==> src/rtl/core/sds_pkg.sv <==
// Shared types and constants for the scroll delta smoother.
package sds_pkg;

   // Request codes carried in req_type
   localparam logic [1:0] ReqFeed  = 2'd0;
   localparam logic [1:0] ReqTick  = 2'd1;
   localparam logic [1:0] ReqClear = 2'd2;

   // Configuration register indexes
   localparam int unsigned CsrIdxW = 2;
   localparam logic [CsrIdxW-1:0] CsrDrainSteps    = 2'd0;
   localparam logic [CsrIdxW-1:0] CsrIntervalTicks = 2'd1;

   // Field widths
   localparam int unsigned DeltaW    = 16;
   localparam int unsigned AccW      = 32;
   localparam int unsigned MagW      = AccW - 1;
   localparam int unsigned StepsW    = 8;
   localparam int unsigned IntervalW = 10;
   localparam int unsigned CsrDataW  = IntervalW;

   // Divider step count and its counter width
   localparam int unsigned DivSteps = MagW;
   localparam int unsigned DivCntW  = $clog2(DivSteps);

   // Saturation limit, +/-(2^31-1)
   localparam logic signed [AccW:0] AccMax = {2'b00, {(AccW-1){1'b1}}};
   localparam logic signed [AccW:0] AccMin = -AccMax;

   // Divider command
   typedef struct packed {
      logic              start;
      logic [MagW-1:0]   dividend;
      logic [StepsW-1:0] divisor;
   } sds_div_req_type;

   // Divider status
   typedef struct packed {
      logic            busy;
      logic            done;
      logic [MagW-1:0] quotient;
   } sds_div_rsp_type;

endpackage

==> src/rtl/core/sds_if.sv <==
// Channel interfaces of the scroll delta smoother: request, response, register write.
interface sds_req_if import sds_pkg::*; ();
   logic                     valid;
   logic                     ready;
   logic [1:0]               req_type;
   logic signed [DeltaW-1:0] scroll_delta;

   modport source (output valid, req_type, scroll_delta, input ready);
   modport sink   (input valid, req_type, scroll_delta, output ready);
endinterface

interface sds_rsp_if import sds_pkg::*; ();
   logic                   valid;
   logic                   ready;
   logic signed [AccW-1:0] chunk;
   logic signed [AccW-1:0] remaining;

   modport source (output valid, chunk, remaining, input ready);
   modport sink   (input valid, chunk, remaining, output ready);
endinterface

interface sds_csr_if import sds_pkg::*; ();
   logic                valid;
   logic                ready;
   logic [CsrIdxW-1:0]  index;
   logic [CsrDataW-1:0] data;

   modport source (output valid, index, data, input ready);
   modport sink   (input valid, index, data, output ready);
endinterface

==> src/rtl/core/sds_divider.sv <==
// Bit-serial restoring divider: 31-bit magnitude by 8-bit step count.
module sds_divider import sds_pkg::*; (
   input  logic            clock,
   input  logic            reset,
   input  sds_div_req_type div_req,
   output sds_div_rsp_type div_rsp
);

   logic                busy_ff, busy_in;
   logic                done_ff, done_in;
   logic [DivCntW-1:0]  count_ff, count_in;
   logic [StepsW-1:0]   rem_ff, rem_in;
   logic [StepsW-1:0]   divisor_ff, divisor_in;
   logic [MagW-1:0]     quot_ff, quot_in;
   logic [StepsW:0]     trial;
   logic [StepsW:0]     diff;

   // One quotient bit per cycle; dividend shifts out as quotient shifts in
   always_comb begin
      trial      = {rem_ff, quot_ff[MagW-1]};
      diff       = trial - {1'b0, divisor_ff};
      busy_in    = busy_ff;
      done_in    = 1'b0;
      count_in   = count_ff;
      rem_in     = rem_ff;
      divisor_in = divisor_ff;
      quot_in    = quot_ff;
      if (div_req.start) begin
         busy_in    = 1'b1;
         count_in   = DivCntW'(DivSteps - 1);
         rem_in     = '0;
         divisor_in = div_req.divisor;
         quot_in    = div_req.dividend;
      end else if (busy_ff) begin
         if (trial >= {1'b0, divisor_ff}) begin
            rem_in  = diff[StepsW-1:0];
            quot_in = {quot_ff[MagW-2:0], 1'b1};
         end else begin
            rem_in  = trial[StepsW-1:0];
            quot_in = {quot_ff[MagW-2:0], 1'b0};
         end
         count_in = count_ff - 1'b1;
         if (count_ff == '0) begin
            busy_in = 1'b0;
            done_in = 1'b1;
         end
      end
   end

   always_ff @(posedge clock) begin
      if (reset) begin
         busy_ff  <= 1'b0;
         done_ff  <= 1'b0;
         count_ff <= '0;
      end else begin
         busy_ff  <= busy_in;
         done_ff  <= done_in;
         count_ff <= count_in;
      end
      rem_ff     <= rem_in;
      divisor_ff <= divisor_in;
      quot_ff    <= quot_in;
   end

   assign div_rsp.busy     = busy_ff;
   assign div_rsp.done     = done_ff;
   assign div_rsp.quotient = quot_ff;

endmodule

==> src/rtl/core/scroll_delta_smoother.sv <==
// Top level of the scroll delta smoother: accumulator, drain sequencer, registers.
//
// Requests arrive on req_bus: feed a signed delta, one time tick, or clear.
// Feeds add into a 32-bit accumulator that saturates at +/-(2^31-1).
// A feed while idle, and the last tick of an interval while draining,
// release one chunk: |accumulator| / drain_steps (at least 1) with the
// accumulator's sign. The chunk and what is left appear on rsp_bus.
// Registers are written on csr_bus (index 0 drain_steps, 1 interval_ticks;
// a zero write is stored as one); csr_bus is always ready.
// Timing: a request that releases a chunk starts the divider, which runs
// its 31 steps and raises done; the sequencer then emits the chunk into
// the response register. req_bus is not ready while a division runs or
// while its chunk waits to be emitted, and is ready again after the emit.
// The response sits in an output register, so a new request is taken while
// a result waits; if the receiver stalls and the next chunk is ready, the
// block holds it until the output register frees.
// Reset (synchronous, active high) clears the accumulator, drain state,
// countdown and response valid, and sets both registers to one.
module scroll_delta_smoother import sds_pkg::*; (
   input  logic       clock,
   input  logic       reset,
   sds_req_if.sink    req_bus,
   sds_rsp_if.source  rsp_bus,
   sds_csr_if.sink    csr_bus
);

   typedef enum logic [2:0] {
      S_IDLE = 3'b001,
      S_DIV  = 3'b010,
      S_EMIT = 3'b100
   } sds_state_type;

   sds_state_type          state_ff, state_in;
   logic signed [AccW-1:0] acc_ff, acc_in;
   logic                   draining_ff, draining_in;
   logic [IntervalW-1:0]   cd_ff, cd_in;
   logic [StepsW-1:0]      steps_ff, steps_in;
   logic [IntervalW-1:0]   interval_ff, interval_in;
   logic                   rsp_valid_ff, rsp_valid_in;
   logic signed [AccW-1:0] rsp_chunk_ff, rsp_chunk_in;
   logic signed [AccW-1:0] rsp_remaining_ff, rsp_remaining_in;

   sds_div_req_type        div_req;
   sds_div_rsp_type        div_rsp;

   logic                   req_xfer;
   logic                   emit_go;
   logic signed [AccW:0]   sum;
   logic signed [AccW-1:0] acc_sat;
   logic signed [AccW-1:0] acc_abs;
   logic [MagW-1:0]        part;
   logic signed [AccW-1:0] chunk_val;

   sds_divider u_div (
      .clock   (clock),
      .reset   (reset),
      .div_req (div_req),
      .div_rsp (div_rsp)
   );

   assign req_bus.ready = (state_ff == S_IDLE);
   assign req_xfer      = req_bus.valid && req_bus.ready;
   assign csr_bus.ready = 1'b1;

   // Saturating add of the incoming delta
   always_comb begin
      sum = {acc_ff[AccW-1], acc_ff} + {{(AccW+1-DeltaW){req_bus.scroll_delta[DeltaW-1]}},
                                         req_bus.scroll_delta};
      if (sum > AccMax) begin
         acc_sat = AccMax[AccW-1:0];
      end else if (sum < AccMin) begin
         acc_sat = AccMin[AccW-1:0];
      end else begin
         acc_sat = sum[AccW-1:0];
      end
   end

   // Chunk from the quotient, at least one, with the accumulator's sign
   assign part      = (div_rsp.quotient == '0) ? MagW'(1) : div_rsp.quotient;
   assign chunk_val = acc_ff[AccW-1] ? -$signed({1'b0, part}) : $signed({1'b0, part});
   assign emit_go   = (state_ff == S_EMIT) && (!rsp_valid_ff || rsp_bus.ready);

   // Request decode and drain sequencer
   always_comb begin
      state_in         = state_ff;
      acc_in           = acc_ff;
      draining_in      = draining_ff;
      cd_in            = cd_ff;
      rsp_valid_in     = rsp_valid_ff;
      rsp_chunk_in     = rsp_chunk_ff;
      rsp_remaining_in = rsp_remaining_ff;
      div_req.start    = 1'b0;
      acc_abs          = '0;

      if (rsp_valid_ff && rsp_bus.ready) begin
         rsp_valid_in = 1'b0;
      end

      unique case (state_ff)
         S_IDLE: begin
            if (req_xfer) begin
               case (req_bus.req_type)
                  ReqFeed: begin
                     acc_in = acc_sat;
                     if (!draining_ff && acc_sat != '0) begin
                        div_req.start = 1'b1;
                        state_in      = S_DIV;
                     end
                  end
                  ReqTick: begin
                     if (draining_ff) begin
                        if (cd_ff > IntervalW'(1)) begin
                           cd_in = cd_ff - 1'b1;
                        end else begin
                           cd_in = '0;
                           if (acc_ff != '0) begin
                              div_req.start = 1'b1;
                              state_in      = S_DIV;
                           end else begin
                              draining_in = 1'b0;
                           end
                        end
                     end
                  end
                  ReqClear: begin
                     acc_in = '0;
                  end
                  default: begin
                  end
               endcase
            end
         end
         S_DIV: begin
            if (div_rsp.done) begin
               state_in = S_EMIT;
            end
         end
         S_EMIT: begin
            if (emit_go) begin
               acc_in           = acc_ff - chunk_val;
               rsp_valid_in     = 1'b1;
               rsp_chunk_in     = chunk_val;
               rsp_remaining_in = acc_ff - chunk_val;
               if (acc_ff != chunk_val) begin
                  draining_in = 1'b1;
                  cd_in       = interval_ff;
               end else begin
                  draining_in = 1'b0;
                  cd_in       = '0;
               end
               state_in = S_IDLE;
            end
         end
         default: begin
            state_in = S_IDLE;
         end
      endcase

      // Divider operand is the magnitude of the value being drained
      acc_abs          = acc_in[AccW-1] ? -acc_in : acc_in;
      div_req.dividend = acc_abs[MagW-1:0];
      div_req.divisor  = steps_ff;
   end

   // Register writes, zero stored as one
   always_comb begin
      steps_in    = steps_ff;
      interval_in = interval_ff;
      if (csr_bus.valid && csr_bus.ready) begin
         unique case (csr_bus.index)
            CsrDrainSteps: begin
               steps_in = (csr_bus.data[StepsW-1:0] == '0) ? StepsW'(1)
                                                           : csr_bus.data[StepsW-1:0];
            end
            CsrIntervalTicks: begin
               interval_in = (csr_bus.data == '0) ? IntervalW'(1) : csr_bus.data;
            end
            default: begin
            end
         endcase
      end
   end

   always_ff @(posedge clock) begin
      if (reset) begin
         state_ff     <= S_IDLE;
         acc_ff       <= '0;
         draining_ff  <= 1'b0;
         cd_ff        <= '0;
         steps_ff     <= StepsW'(1);
         interval_ff  <= IntervalW'(1);
         rsp_valid_ff <= 1'b0;
      end else begin
         state_ff     <= state_in;
         acc_ff       <= acc_in;
         draining_ff  <= draining_in;
         cd_ff        <= cd_in;
         steps_ff     <= steps_in;
         interval_ff  <= interval_in;
         rsp_valid_ff <= rsp_valid_in;
      end
      rsp_chunk_ff     <= rsp_chunk_in;
      rsp_remaining_ff <= rsp_remaining_in;
   end

   assign rsp_bus.valid     = rsp_valid_ff;
   assign rsp_bus.chunk     = rsp_chunk_ff;
   assign rsp_bus.remaining = rsp_remaining_ff;

   // Requests are only taken with the divider at rest
   a_idle_div_rest: assert property (@(posedge clock) disable iff (reset)
      (state_ff == S_IDLE) |-> !div_rsp.busy)
      else $error("divider busy while accepting requests");

   // Divider finishes only while the sequencer waits for it
   a_done_in_div: assert property (@(posedge clock) disable iff (reset)
      div_rsp.done |-> (state_ff == S_DIV))
      else $error("divider done outside the divide state");

   // Reported remainder matches the accumulator after an emit
   a_remaining_match: assert property (@(posedge clock) disable iff (reset)
      emit_go |=> (rsp_remaining_ff == acc_ff))
      else $error("remaining differs from accumulator");

   // Idle means no countdown under way
   a_idle_cd_zero: assert property (@(posedge clock) disable iff (reset)
      !draining_ff |-> (cd_ff == '0))
      else $error("countdown nonzero while idle");

   // Saturation never reaches the most negative code
   a_acc_range: assert property (@(posedge clock) disable iff (reset)
      acc_ff != $signed({1'b1, {(AccW-1){1'b0}}}))
      else $error("accumulator out of range");

endmodule
==> src/flat_wrapper.sv <==
// flat-port wrapper written by rule: the top's interface ports become plain ports
module scroll_delta_smoother_flat import sds_pkg::*;
  (clock, reset, req_bus_valid, req_bus_req_type, req_bus_scroll_delta, req_bus_ready, rsp_bus_valid, rsp_bus_chunk, rsp_bus_remaining, rsp_bus_ready, csr_bus_valid, csr_bus_index, csr_bus_data, csr_bus_ready);
  sds_req_if req_bus_i ();
  sds_rsp_if rsp_bus_i ();
  sds_csr_if csr_bus_i ();
  input  logic clock;
  input  logic reset;
  input wire logic [$bits(req_bus_i.valid)-1:0] req_bus_valid;
  input wire logic [$bits(req_bus_i.req_type)-1:0] req_bus_req_type;
  input wire logic [$bits(req_bus_i.scroll_delta)-1:0] req_bus_scroll_delta;
  output wire logic [$bits(req_bus_i.ready)-1:0] req_bus_ready;
  output wire logic [$bits(rsp_bus_i.valid)-1:0] rsp_bus_valid;
  output wire logic [$bits(rsp_bus_i.chunk)-1:0] rsp_bus_chunk;
  output wire logic [$bits(rsp_bus_i.remaining)-1:0] rsp_bus_remaining;
  input wire logic [$bits(rsp_bus_i.ready)-1:0] rsp_bus_ready;
  input wire logic [$bits(csr_bus_i.valid)-1:0] csr_bus_valid;
  input wire logic [$bits(csr_bus_i.index)-1:0] csr_bus_index;
  input wire logic [$bits(csr_bus_i.data)-1:0] csr_bus_data;
  output wire logic [$bits(csr_bus_i.ready)-1:0] csr_bus_ready;
  assign req_bus_i.valid = req_bus_valid;
  assign req_bus_i.req_type = req_bus_req_type;
  assign req_bus_i.scroll_delta = req_bus_scroll_delta;
  assign req_bus_ready = req_bus_i.ready;
  assign rsp_bus_valid = rsp_bus_i.valid;
  assign rsp_bus_chunk = rsp_bus_i.chunk;
  assign rsp_bus_remaining = rsp_bus_i.remaining;
  assign rsp_bus_i.ready = rsp_bus_ready;
  assign csr_bus_i.valid = csr_bus_valid;
  assign csr_bus_i.index = csr_bus_index;
  assign csr_bus_i.data = csr_bus_data;
  assign csr_bus_ready = csr_bus_i.ready;
  scroll_delta_smoother u_core (.clock(clock), .reset(reset), .req_bus(req_bus_i), .rsp_bus(rsp_bus_i), .csr_bus(csr_bus_i));
endmodule
==> config.mk <==
export PLATFORM = sky130hd
export DESIGN_NAME = scroll_delta_smoother_flat
export DESIGN_NICKNAME = d
export VERILOG_FILES = /design/src/rtl/core/sds_pkg.sv /design/src/rtl/core/sds_if.sv /design/src/rtl/core/sds_divider.sv /design/src/rtl/core/scroll_delta_smoother.sv /design/src/flat_wrapper.sv
export SDC_FILE = /design/constraint.sdc
export NUM_CORES = 1
export LEC_CHECK = 0
export CAP_MARGIN = 5
export CORE_MARGIN = 5
export CORE_UTILIZATION = 65
export CTS_CLUSTER_DIAMETER = 30
export DETAILED_ROUTE_END_ITERATION = 16
export DONT_BUFFER_PORTS = 1
export PLACE_DENSITY = 0.85
export SLEW_MARGIN = 20
export SYNTH_ARGS = -nofsm -noshare
export SYNTH_HDL_FRONTEND = slang
export SYNTH_SLANG_ARGS = --single-unit
export TNS_END_PERCENT = 20
==> constraint.sdc <==
create_clock -name clock -period 7.3 [get_ports clock]
set_input_delay 0.365 -clock clock [delete_from_list [all_inputs] [get_ports clock]]
set_output_delay 0.365 -clock clock [all_outputs]
set_load 0.05 [all_outputs]
==> results by group <==
Pwr
  – Leakage: 5.577 nW
  – VDD IR max: 0.0001925 V
  – Power per cell area: 205.7 nW/um^2

Die
  – Full die area: 23490 um^2
  – Starting Density: 65.94%
  – Core ar.: 20230 um^2
  – Die height: 153.3 um
  – IO Count: 102
  – Site Rows: 52
  – Die X: 153.3 um

Critical path
  – CP endpoint kind: flop
  – Crit path DAT: 7.11 ns
  – Cell Chain, Critical Path: or4_1, nor2_1, nand3_1, nor4_2, a41o_1, inv_1, ha_1, nand4_1, o21ai_0, xnor2_1, inv_1, ha_1, nand4_1, or2_2, a2111oi_1, nor2_1, xnor2_1, a222oi_1, o21a_1, nand4_1, nor3_1, a41oi_2, xor2_1, o21ai_1
  – Buf/Inv on CP: 2
  – Crit Path Category: reg2reg
  – Startpoint types: flop
  – CP Data Required Time: 7.49 ns
  – Cells on worst reg2reg path: 24
  – R2R setup slack: 0.38 ns
  – Family with the most delay on the worst path: simple AND/OR/NAND/NOR gates
  – Crit-path max FO: 6
  – CP dominant cell by count: nand4_1
  – Max incr delay on CP: 0.60 ns
  – FF-to-FF Start: u_core.u_div.quot_ff[15]$_DFFE_PP_
  – CP max-delay cell: or4_1
  – Reg2Reg Capture Point: u_core.u_div.quot_ff[30]$_DFFE_PP_

Route
  – Drc violations: 0
  – Total iterations of the first detailed-routing run: 6
  – WL per Instance: 22.95 um
  – Vias per cell: 6.896
  – Drt initial violations: 1399
  – Total Wirelength: 40.78 mm
  – Remaining antenna violation count after routing: 0
  – Vias: 12254

STA
  – Worst slew margin: 24.66%
  – Slew @ Worst Pin: 1.125 ns
  – Final setup fails: 0
  – Fmax: 0.1445 GHz
  – Clk_skew: 0.01152 ns
  – Unrepaired setup endpoints after global routing: false
  – Final hold violations: 0
  – Final worst slack: 0.3775 ns
  – Fin crit share: 94.83%
  – Setup TNS: 0 ns
  – Max-slew violations: 0
  – Fin crit period: 6.923 ns

Cells and area
  – Share of cells above drive strength 1: 6.238%
  – Design Area, Final: 14150 um^2
  – Most frequent cells in the layout: nor2_1, nand2_1, edfxtp_1
  – Most common cell after layout, fill and taps aside: nor2_1
  – Area Growth Syn to Fin: 6.020%
  – Fin nets: 1609
  – Inserted Diodes: 0
  – Final cell count without fillers: 1777

Clocking
  – Clock sink total: 183
  – Clock-pin transition on the worst setup and hold timing paths: 0.08 ns
  – Setup Fix Bufs, Post-CTS: 0
  – H-tree levels: 4
  – Clk_lat worst skew: 0.44 ns
  – CTS tree: done
  – Maximum clock path buffer count: 2
  – CTS Root Cell: clkbuf_16
  – Num CTS Buffers: 17

Synth
  – Most used DFF post-synth: edfxtp_1
  – Post-synth top area share: 23.18%
  – Synth async-reset ratio: 0%
  – Yosys top cell by area: edfxtp_1
  – Seq/Total Area, Yosys: 35.18%
  – Synthesized area: 13340 um^2
  – Library cells used by synthesis: 96
  – Number of synthesized flops with an enable pin: 103
  – Mean Syn Cell Area: 8.698 um^2
  – Mapped Nets: 1649
  – Top post-synthesis cells by area: edfxtp_1, dfxtp_1, ha_1
  – Yosys reg bits: 183
  – Synth warnings: 0
  – Synth Instances: 1534

Hold path
  – Critical hold path startpoint: reset
  – Worst Hold Class: in2reg
  – Hold depth: 1
  – Hold EP: u_core.interval_ff[0]$_SDFFE_PP1P_

Global routing
  – GR Overflow Total: 0
  – Global-route wire length before repair: 62.80 mm
  – GR Util All Layers: 33.52%
  – Initial antenna violation count: 1
  – Largest net degree at the start of global routing: 70
  – Number of global-route vias before repair: 11617

Placement
  – GPL Wtd Cong: 1.088
  – Post-DP HPWL: 29.97 mm
  – # port buffers: 0
  – Placed cell count: 1741
  – Pre-CTS setup slack: 0.3543 ns
  – Placed Area: 13460 um^2

Job
  – Max cap viols: 0

Run status
  – Outcome: finished, final reports clean
[flip-flops by register name (all words and copies together) (netlist names), 10 cells and up]
signal                    cells
u_core.acc_ff                32
u_core.cd_ff                 10
u_core.interval_ff           10
u_core.rsp_bus.chunk         32
u_core.rsp_bus.remaining     32
u_core.u_div.quot_ff         31
[power by group]
part / switching [W] / leakage [nW] / internal (W) / total (W)
sequential: 0.0000489 / 1.58 / 0.00114 / 0.00119
clock: 0.000438 / 0.303 / 0.000503 / 0.000941
combinational: 0.000502 / 3.69 / 0.000274 / 0.000775
total: 0.000989 / 5.58 / 0.00192 / 0.00291
[worst max path at each step]
stage	from	to	slack [ns]	depth (start not counted)
finish	u_core.u_div.quot_ff[15]$_DFFE_PP_	u_core.u_div.quot_ff[30]$_DFFE_PP_	0.38	24
global route	u_core.u_div.quot_ff[15]$_DFFE_PP_	u_core.u_div.quot_ff[27]$_DFFE_PP_	0.02	25
CTS	u_core.u_div.quot_ff[15]$_DFFE_PP_	u_core.u_div.quot_ff[27]$_DFFE_PP_	0.30	25
detailed placement	u_core.u_div.quot_ff[15]$_DFFE_PP_	u_core.u_div.quot_ff[26]$_DFFE_PP_	0.35	25
global placement	u_core.u_div.quot_ff[15]$_DFFE_PP_	u_core.u_div.quot_ff[26]$_DFFE_PP_	0.61	25
floorplan	u_core.u_div.quot_ff[6]$_DFFE_PP_	u_core.u_div.quot_ff[26]$_DFFE_PP_	1.32	23
[cell families (layout without fill, tap and decap cells)]
family	after synthesis	in the layout	synth area share, %
other cells	1	1	0.02811
compound gates	436	436	22.67
mux	29	29	2.204
xor+xnor	116	116	7.614
buf+inv	153	126	4.839
simple gates	535	535	19.71
fa+ha+maj	81	81	7.746
flops	183	183	35.18
[cell type report]
type / count / area (um^2)
clock buffers: 20 / 489.2
multi-input cells: 1198 / 8034
clock inverters: 12 / 117.6
repair buffers: 23 / 205.2
flip-flops and latches: 183 / 4695
fillers: 1562 / 6088
well taps: 270 / 337.8
inverters: 71 / 267.8
[through the flow]
stage | power, W | utilization, % | hold WS (ns)
2_1_floorplan | 0.001780 | - | 0.4030
3_3_place_gp | 0.001929 | 66.53 | 0.4180
3_5_place_dp | 0.001948 | 66.53 | 0.4208
4_1_cts | 0.002892 | 69.78 | 0.009506
5_1_grt | 0.003036 | 69.91 | 0.0001416
6_report | 0.002910 | 69.91 | 0.01626
[cell usage after synthesis, drive strengths merged (5+ instances only)]
library cell and n:
buf 34, a21o 18, a21oi 100, nand3 33
a222oi 7, and3 16, or3 11, a2111oi 5
xor2 54, a22oi 17, nand4 31, nand2 140
a22o 6, dfxtp 80, and2 10, o41ai 6
a41oi 6, edfxtp 103, nor4 28, a31oi 28
a211o 6, o31ai 16, nand3b 7, clkbuf 48
nand2b 20, a211oi 26, a221oi 6, nor2b 13
a311oi 7, o21bai 11, o21a 14, o2111ai 5
mux2i 26, inv 70, nor2 144, o21ai 100
xnor2 62, o211ai 11, nor3 54, ha 77
or4 8
[timing repair]
item                                    4_1_cts  5_1_grt
endpoints found under the setup margin        0       17
hold endpoints to repair                     38        0
gates resized for setup                       0        6
hold buffers                                  4        0
[metal layers]
metal  vias up  global-route usage (%)  share of wire [%]
met4         2                   17.48                6.4
met5         -                       0              0.032
met1      5717                   40.66                 37
met3       182                   7.520                9.4
met2       726                   55.85                 47
li1       5627                       -                  -
[worst register-to-register path, delay by kind of cell, from the launching register on]
kind / cells / cell delay (ns)
flip-flops: 1 / 0.46
AO/OA/AOI/OAI: 7 / 1.86
XOR/XNOR: 3 / 0.69
buffers and inverters: 2 / 0.19
adder cells (fa/ha/maj): 2 / 0.65
AND/OR/NAND/NOR: 10 / 2.81
(Power assumes the default switching activity.)
